**src/sv/ped_pkg.sv**
```systemverilog
// Shared types and constants for the pairwise distance block.
`default_nettype none

package ped_pkg;

  localparam int IDX_W       = 6;    // row and column index width
  localparam int CNT_W       = 7;    // stored point count width
  localparam int DIST_W      = 17;   // distance width, unsigned Q17.0
  localparam int RAD_W       = 2 * DIST_W;  // radicand width after saturation
  localparam int REM_W       = DIST_W + 2;  // partial remainder width in the root
  localparam int DIFF_W      = DIST_W + 1;  // clamped coordinate difference width
  localparam int SQ_W        = 2 * DIST_W + 1;  // square of a clamped difference
  localparam int ROOT_STAGES = DIST_W;  // one result bit per stage
  localparam int OUT_TDATA_W = 32;

  // A difference of 2^17 or more already saturates the distance.
  localparam logic [DIFF_W-1:0] DIFF_SAT = DIFF_W'(1) << DIST_W;

  typedef enum logic {
    ST_IDLE,
    ST_ISSUE
  } ped_state_t;

  // Per-result tag that travels alongside the arithmetic.
  typedef struct packed {
    logic [IDX_W-1:0] row;
    logic [IDX_W-1:0] col;
    logic             last;
    logic             ovf;
    logic             zero;  // force distance to 0 (diagonal, dropped point)
  } ped_meta_t;

endpackage

`default_nettype wire

```
**src/sv/ped_isqrt.sv**
```systemverilog
// Pipelined integer square root, one result bit per stage, with a tag.
`default_nettype none

module ped_isqrt (
  input  wire logic                       clk,
  input  wire logic                       rst_n,
  input  wire logic                       en,
  input  wire logic                       in_vld,
  input  wire logic [ped_pkg::RAD_W-1:0]  in_rad,
  input  wire ped_pkg::ped_meta_t         in_meta,
  output logic                            out_vld,
  output logic [ped_pkg::DIST_W-1:0]      out_root,
  output ped_pkg::ped_meta_t              out_meta
);
  import ped_pkg::*;

  logic                vld_r  [ROOT_STAGES];
  logic [RAD_W-1:0]    rad_r  [ROOT_STAGES];
  logic [REM_W-1:0]    rem_r  [ROOT_STAGES];
  logic [DIST_W-1:0]   root_r [ROOT_STAGES];
  ped_meta_t           meta_r [ROOT_STAGES];

  for (genvar j = 0; j < ROOT_STAGES; j++) begin : g_stage
    logic              vld_in;
    logic [RAD_W-1:0]  rad_in;
    logic [REM_W-1:0]  rem_in;
    logic [DIST_W-1:0] root_in;
    ped_meta_t         meta_in;
    logic [REM_W+1:0]  rem_sh;
    logic [REM_W+1:0]  trial;
    logic              take;

    if (j == 0) begin : g_first
      assign vld_in  = in_vld;
      assign rad_in  = in_rad;
      assign rem_in  = '0;
      assign root_in = '0;
      assign meta_in = in_meta;
    end else begin : g_next
      assign vld_in  = vld_r[j-1];
      assign rad_in  = rad_r[j-1];
      assign rem_in  = rem_r[j-1];
      assign root_in = root_r[j-1];
      assign meta_in = meta_r[j-1];
    end

    // bring down the next two radicand bits and try (2*root)*2 + 1
    assign rem_sh = {rem_in, rad_in[RAD_W-1 -: 2]};
    assign trial  = (REM_W+2)'({root_in, 2'b01});
    assign take   = (rem_sh >= trial);

    always_ff @(posedge clk) begin
      if (!rst_n) begin
        vld_r[j] <= 1'b0;
      end else if (en) begin
        vld_r[j] <= vld_in;
      end
    end

    always_ff @(posedge clk) begin
      if (en) begin
        rad_r[j]  <= {rad_in[RAD_W-3:0], 2'b00};
        rem_r[j]  <= take ? REM_W'(rem_sh - trial) : REM_W'(rem_sh);
        root_r[j] <= {root_in[DIST_W-2:0], take};
        meta_r[j] <= meta_in;
      end
    end
  end

  assign out_vld  = vld_r[ROOT_STAGES-1];
  assign out_root = root_r[ROOT_STAGES-1];
  assign out_meta = meta_r[ROOT_STAGES-1];

endmodule

`default_nettype wire

```
**config.mk**
```make
export PLATFORM = sky130hd
export DESIGN_NAME = ped_isqrt
export DESIGN_NICKNAME = d
export VERILOG_FILES = /design/src/sv/ped_pkg.sv /design/src/sv/ped_isqrt.sv
export SDC_FILE = /design/constraint.sdc
export NUM_CORES = 1
export LEC_CHECK = 0
export ABC_AREA = 1
export ABC_CLOCK_PERIOD_IN_PS = 4310
export BUFFER_PORTS_ARGS = -buffer_cell sky130_fd_sc_hd__buf_2
export CORE_ASPECT_RATIO = 1.75
export CORE_MARGIN = 10
export CORE_UTILIZATION = 55
export CTS_CLUSTER_DIAMETER = 80
export DETAILED_ROUTE_END_ITERATION = 16
export GPL_TIMING_DRIVEN = 1
export PLACE_DENSITY = 0.74
export SETUP_SLACK_MARGIN = 0.1
export SLEW_MARGIN = 15
export SYNTH_ARGS = -nofsm -noshare
export SYNTH_HDL_FRONTEND = slang
export SYNTH_SLANG_ARGS = --single-unit
```
**constraint.sdc**
```tcl
create_clock -name clk -period 4.31 [get_ports clk]
set_clock_uncertainty 0.05 [all_clocks]
set_input_delay 0.6465 -clock clk [delete_from_list [all_inputs] [get_ports clk]]
set_output_delay 0.6465 -clock clk [all_outputs]
set_load 0.02 [all_outputs]
```
==> flow_metrics.py, run 1 <==
metrics = {
    "run_status": {
        "status": "finished, final reports clean",
    },
    "clock_tree": {
        "cts_tree": "yes",
        "cts.sinks": 979,
        "htree_levels": 3,
        "cts_buffers": 87,
        "clk_latency_ns": 0.69,
        "cts.path.max_buffers": 3,
        "cts_setup_buffers": 0,
        "cts-root-buf": "clkbuf_16",
        "cts_resized": 0,
        "cts-hold-fix-buffers": 0,
        "cts.clk_slew.worst_paths_ns": 0.07,
    },
    "route": {
        "drt_iter0_markers": 1617,
        "drt-pass1-iter-count": 7,
        "ant_nets": 0,
        "viasPerCell": 5.23,
        "drt-total-wl_um": 104000,
        "vias": 29500,
        "drc": 0,
        "wl_per_cell_um": 18.4,
    },
    "global_routing": {
        "antenna_found_initial": 0,
        "grt_max_degree": 102,
        "grt_pass1_wl_um": 159000,
        "grt_pass1_vias": 30500,
        "grt_usage_pct": 21.8,
        "grt-ovfl-total": 0,
    },
    "synth": {
        "syn-instance-count": 4348,
        "ys_ff_latch": 979,
        "synthesis.nets": 4572,
        "ys_seq_area_share_pct": 63.8,
        "postSynthAreaPerCell_um2": 10.6,
        "syn-cell-area_mm2": 0.0461,
        "yosysWarnings": 0,
        "synth_cell_types": 53,
    },
    "worst_setup_path": {
        "critPathKind": "flip-flop to flip-flop",
        "cp_slowest_stage_delay_ns": 0.75,
        "cp_slowest_cell": "nor3_1",
        "crit_fanout": 20,
        "arrival_ns": 3.30,
        "crit_chain": "nor3_1, nand4_1, nor2_1, nand3_1, o21ai_0",
        "critPathRequiredTime_ns": 4.74,
        "worstSetupStartpointType": "flip-flop",
        "end_kind": "flip-flop",
    },
    "die": {
        "core-area_mm2": 0.0832,
        "die_h_um": 403,
        "die_w_um": 239,
        "start_util_pct": 55.4,
        "dieArea_mm2": 0.0962,
        "rows": 140,
        "io_pins": 86,
    },
    "timing": {
        "max_slew.worst_pin.slew_ns": 0.921,
        "slew_headroom_pct": 38.4,
        "setup_violations": 0,
        "timing.hold.ws_ns": 0.0877,
        "max_freq_mhz": 347,
        "grt_setup_unrepaired": "false",
        "period_share_pct": 66.8,
        "fin_crit_ns": 2.88,
        "setup-tns-final_ns": 0,
        "final-hold-violation-count": 0,
        "final-max-slew-violation-count": 0,
    },
    "power": {
        "power_leakage_nw": 21.8,
        "power_density_mw_per_mm2": 466,
        "vdd_drop_max_mv": 0.460,
    },
    "cells_and_area": {
        "diodes": 0,
        "area_growth_pct": 10.0,
        "final_area_mm2": 0.0507,
        "final_util_pct": 60.9,
        "num-nets-final": 4738,
        "layout-drive-gt1-share_pct": 9.51,
    },
    "placed_design": {
        "dp_hpwl_um": 78500,
        "numPortBuffers": 85,
        "gp_congestion": 0.958,
        "postPlaceCellArea_mm2": 0.0478,
    },
    "job": {
        "cap_viol_max_count": 0,
    },
    "worst_hold_path": {
        "hp-class": "input pin to flip-flop",
    },
}
## registers in the layout (all words and copies together) (netlist names)
signal,flops
root_r,153
rem_r,282
meta_r,255
rad_r,272
vld_r,17
## layout make-up
class,instances,area (um2)
Tap cell,1065,1330
Clock inverter,55,561
Inverter,680,2560
Clock buffer,107,2350
Sequential cell,979,29400
Multi-Input combinational cell,2659,13800
Fill cell,6832,32500
Timing Repair Buffer,107,676
## cells in the mapped netlist (all sizes together)
cell	n	share of area [%]
nor3b	2	0.033
dfxtp	1	0.043
xnor2	36	0.68
or3	4	0.054
clkbuf	2	0.016
nor4	2	0.027
nand3	259	3.0
nand3b	30	0.49
and2	4	0.054
xor2	87	1.7
a21boi	4	0.065
o21ai	122	1.5
nand2b	2	0.027
nor3	39	0.52
o211ai	2	0.033
o21a	2	0.033
or2	8	0.11
a21o	2	0.033
nand4	35	0.48
conb	1	0.0081
o2111ai	1	0.019
a21oi	159	2.1
edfxtp	978	64
buf	28	0.64
nor2	379	3.4
ha	171	4.6
nand2	1300	11
and3	3	0.041
o21bai	4	0.11
inv	680	5.6
o311ai	1	0.019
## cell usage in the layout (no fill, tap or decap), types with 4 or more instances in the layout
cell,netlist,layout
buf_4,6,16
or3_1,4,4
inv_2,18,18
nor2_1,344,344
nor2_2,25,25
buf_12,1,6
nor3_2,7,7
nor3_1,31,31
a21boi_0,4,4
or2_2,7,7
clkbuf_1,2,14
nand3_4,4,4
clkbuf_16,0,90
clkinv_1,0,16
o21ai_2,19,19
o21ai_0,81,80
nand2_1,1247,1247
inv_1,659,659
nand4_1,35,35
bufinv_16,0,8
ha_1,171,171
xnor2_1,36,36
o21ai_1,21,22
clkinv_4,0,4
a21oi_1,117,117
nand3_2,5,5
nand2_2,50,50
nand3_1,250,250
nor2_4,10,10
a21oi_2,39,39
clkinvlp_4,0,4
inv_6,1,4
buf_2,4,84
and2_1,4,4
edfxtp_1,978,978
xor2_1,87,87
nand3b_1,30,30
clkinv_2,0,14
## power breakdown
part           total [mW]  internal, mW  switching, mW
clock                7.89          4.41           3.48
sequential           12.0          11.5          0.457
combinational        3.76          1.19           2.56
total                23.6          17.1           6.50
## worst max-delay path, delay by kind of cell (launching register included)
family | cells | cell delay, ns
AOI/OAI and AO/OA | 1 | 0.42
and+or+nand+nor | 4 | 1.78
DFF | 1 | 0.40
## final timing paths
check | start | endpoint | slack, ns | cells after the start
worst max-delay path | rem_r[0][225]$_DFFE_PP_ | rem_r[0][229]$_DFFE_PP_ | 1.43 | 5
worst min-delay path | in_rad[28] | rad_r[0][28]$_DFFE_PP_ | 0.09 | 1
worst max register to register | rem_r[0][225]$_DFFE_PP_ | rem_r[0][229]$_DFFE_PP_ | 1.43 | 5
worst min register to register | rad_r[0][24]$_DFFE_PP_ | rad_r[0][58]$_DFFE_PP_ | 0.35 | 0
## per-stage QoR
stage               setup WS [ns]  total power, mW  cells
global route                 1.32             24.7   5652
CTS                          1.55             23.8   5652
global placement             1.63             15.8   5490
detailed placement           1.58             15.9   5490
floorplan                    2.28             14.5   4348
finish                       1.43             23.6   5652
## routing by layer
metal	part of all wire, %	routed length [um]	track usage, %
met3	3.3	3430	3.56
met2	57	59100	42.8
met5	0	0	0
met4	9.9	10300	19.9
met1	30	31400	17.5
## cells by family after synthesis
kind of cell / count (synthesis) / synth area share, %
flip-flops: 979 / 63.8
AND/OR/NAND/NOR: 2067 / 19.1
adder cells (fa/ha/maj): 171 / 4.64
buffers and inverters: 710 / 6.22
XOR/XNOR: 123 / 2.34
AO/OA/AOI/OAI: 297 / 3.94
other: 1 / 0.00814
Note: power is estimated with default switching activity, not from simulation.
==> inputs of run 2 (changes only) <==
--- a/config.mk
+++ b/config.mk
@@ -6,7 +6,7 @@
 export NUM_CORES = 1
 export LEC_CHECK = 0
 export ABC_AREA = 1
-export ABC_CLOCK_PERIOD_IN_PS = 4310
+export ABC_CLOCK_PERIOD_IN_PS = 2550
 export BUFFER_PORTS_ARGS = -buffer_cell sky130_fd_sc_hd__buf_2
 export CORE_ASPECT_RATIO = 1.75
 export CORE_MARGIN = 10
@@ -14,7 +14,7 @@
 export CTS_CLUSTER_DIAMETER = 80
 export DETAILED_ROUTE_END_ITERATION = 16
 export GPL_TIMING_DRIVEN = 1
-export PLACE_DENSITY = 0.74
+export PLACE_DENSITY = 0.77
 export SETUP_SLACK_MARGIN = 0.1
 export SLEW_MARGIN = 15
 export SYNTH_ARGS = -nofsm -noshare
==> constraint.sdc (replaced) <==
create_clock -name clk -period 2.55 [get_ports clk]
set_clock_uncertainty 0.05 [all_clocks]
set_input_delay 0.3825 -clock clk [delete_from_list [all_inputs] [get_ports clk]]
set_output_delay 0.3825 -clock clk [all_outputs]
set_load 0.02 [all_outputs]
==> run 2 against run 1 <==
Against the previous run: wire length grew 1.6%; total power grew 72%; sequential power grew 69%; worst hold slack worse by 0.029 ns; register-to-register slack lost 1.2 ns; combinational power up 74%; maximum frequency rose by 22%; clock power grew 74%; global-route usage is 0.34 points higher; worst setup slack got worse by 1.2 ns; clock-buffer cell count fell by 2; cell area grew 2.7%.
==> flow_metrics.py, run 2 (synthesized netlist as in run 1, its figures left out) <==
metrics = {
    "cells_and_area": {
        "diodes": 0,
        "layout-drive-gt1-share_pct": 11.2,
        "top_regs": "rem_r x282, rad_r x272, meta_r x255",
        "regMostFlops": "rem_r",
        "area_growth_pct": 13.0,
        "nFillCells": 6580,
        "layout_commonest_cell": "nand2_1",
        "num-nets-final": 4862,
        "largest_reg_flops": 282,
        "layout_common_cells": "1241 x nand2_1, 978 x edfxtp_1, 658 x inv_1, 338 x nor2_1, 249 x nand3_1",
    },
    "clock_tree": {
        "cts_tree": "yes",
        "cts.sinks": 979,
        "clk_latency_ns": 0.71,
        "cts.clk_slew.worst_paths_ns": 0.07,
        "cts_buffers": 87,
        "htree_levels": 3,
        "cts.path.max_buffers": 3,
        "cts-root-buf": "clkbuf_16",
    },
    "worst_setup_path": {
        "reg2reg_depth": 11,
        "crit_fanout": 5,
        "arrival_ns": 2.75,
        "r2r_slack_ns": 0.19,
        "critPathKind": "flip-flop to flip-flop",
        "end_kind": "flip-flop",
        "critPathRequiredTime_ns": 2.94,
        "reg2reg_from": "rem_r[0][216]$_DFFE_PP_",
        "worstSetupStartpointType": "flip-flop",
        "r2r_end": "rem_r[0][241]$_DFFE_PP_",
    },
    "route": {
        "drt-pass1-iter-count": 5,
        "vias": 30200,
        "wl_per_cell_um": 18.3,
        "drc": 0,
        "drt-total-wl_um": 106000,
        "drt_iter0_markers": 1709,
        "ant_nets": 0,
        "viasPerCell": 5.22,
    },
    "die": {
        "die_w_um": 239,
        "core-area_mm2": 0.0832,
        "die_h_um": 403,
        "start_util_pct": 55.4,
        "io_pins": 86,
        "rows": 140,
        "dieArea_mm2": 0.0962,
    },
    "power": {
        "total_power_mw": 40.5,
        "power_density_mw_per_mm2": 778,
        "vdd_drop_max_mv": 0.977,
        "power_leakage_nw": 22.4,
    },
    "placed_design": {
        "gp_congestion": 1.00,
        "post-place-ws_ns": -0.00913,
        "dp_hpwl_um": 78800,
        "numPortBuffers": 85,
    },
    "timing": {
        "slew_headroom_pct": 47.7,
        "grt_setup_unrepaired": "false",
        "setup_violations": 0,
        "max_slew.worst_pin.slew_ns": 0.784,
        "setup_slack_ns": 0.189,
        "max_freq_mhz": 424,
        "fin_crit_ns": 2.36,
        "final-hold-violation-count": 0,
        "period_share_pct": 92.6,
        "final-max-slew-violation-count": 0,
    },
    "global_routing": {
        "grt_pass1_vias": 30900,
        "antenna_found_initial": 0,
        "grt-ovfl-total": 0,
        "grt_usage_pct": 22.1,
        "grt_pass1_wl_um": 161000,
        "grt_max_degree": 153,
    },
    "worst_hold_path": {
        "hp-class": "input pin to flip-flop",
        "holdPathEnd": "rad_r[0][51]$_DFFE_PP_",
        "min-delay-start": "en",
        "min_path_cells": 1,
    },
    "run_status": {
        "status": "finished, final reports clean",
    },
    "job": {
        "cap_viol_max_count": 0,
    },
}
-- run 2: changes by cell type in the layout (fill, tap and decap cells not counted), moves of 6 or more --
| cell | before | now |
|---|---|---|
| nand2_1 | 1247 | 1241 |
| buf_4 | 16 | 75 |
| nand2_2 | 50 | 56 |
| buf_12 | 6 | 18 |
| nor2_1 | 344 | 338 |
| ha_1 | 171 | 165 |
| dlygate4sd3_1 | 0 | 52 |
-- run 2: through the flow --
step,instance area (um2),cells,setup TNS [ns],utilization (%),hold WS [ns]
global placement,48300,5548,-0.000357,58.1,0.350
CTS,51900,5766,0,62.4,0.00944
finish,52100,5777,0,62.6,0.0585
global route,52100,5777,0,62.6,0.0340
floorplan,46100,4348,0,-,0.350
detailed placement,48300,5548,-0.00913,58.1,0.355
-- run 2: timing repair --
item,CTS,global route
hold buffers,52,0
pin swaps,1,4
hold endpoints to repair,52,0
buffers inserted,2,11
setup endpoints to repair,19,96
gates resized for setup,2,26
cloned,1,0
-- run 2: where the power goes --
| group | internal [mW] | switching, mW |
|---|---|---|
| Sequential | 19.5 | 0.821 |
| Combinational | 2.21 | 4.32 |
| Clock | 7.72 | 6.00 |
| Total | 29.4 | 11.1 |
-- run 2: metal layers --
layer	GRT usage, %	wire length (um)	up-vias	share of wire, %
met1	17.5	31400	14000	30
li1	-	-	15000	-
met5	0	0	-	0
met3	3.82	3720	451	3.5
met4	19.9	10300	0	9.7
met2	43.8	60500	767	57
-- run 2: final cells by class --
cell class,count,area [um2],share of cell area [%]
clock inverters,58,714,1.37
flip-flops and latches,979,29400,56.4
multi-input cells,2660,13900,26.7
clock buffers,105,2290,4.39
well taps,1065,1330,2.56
inverters,680,2560,4.92
repair buffers,230,1880,3.61
-- run 2: worst max-delay path, stage by stage (launching register included) --
cell	delay [ns]
edfxtp_1	0.53
ha_2	0.46
nand2_1	0.10
nor2_1	0.24
nand2_1	0.08
nand2_1	0.12
nand2_1	0.08
nand2_1	0.11
nor2_4	0.06
buf_4	0.16
nand2_1	0.06
nand2_1	0.05
-- run 2: worst max path at each step --
stage / from / end / slack [ns] / cells past startpoint
after global placement: rem_r[0][159]$_DFFE_PP_ / rem_r[0][178]$_DFFE_PP_ / -0.0004 / 10
after global routing: root_r[0][216]$_DFFE_PP_ / rem_r[0][248]$_DFFE_PP_ / 0.08 / 12
final: rem_r[0][216]$_DFFE_PP_ / rem_r[0][241]$_DFFE_PP_ / 0.19 / 11
after floorplan: rem_r[0][0]$_DFFE_PP_ / rem_r[0][36]$_DFFE_PP_ / 0.52 / 8
after CTS: rem_r[0][159]$_DFFE_PP_ / rem_r[0][178]$_DFFE_PP_ / 0.09 / 10
after detailed placement: rem_r[0][159]$_DFFE_PP_ / rem_r[0][178]$_DFFE_PP_ / -0.009 / 10
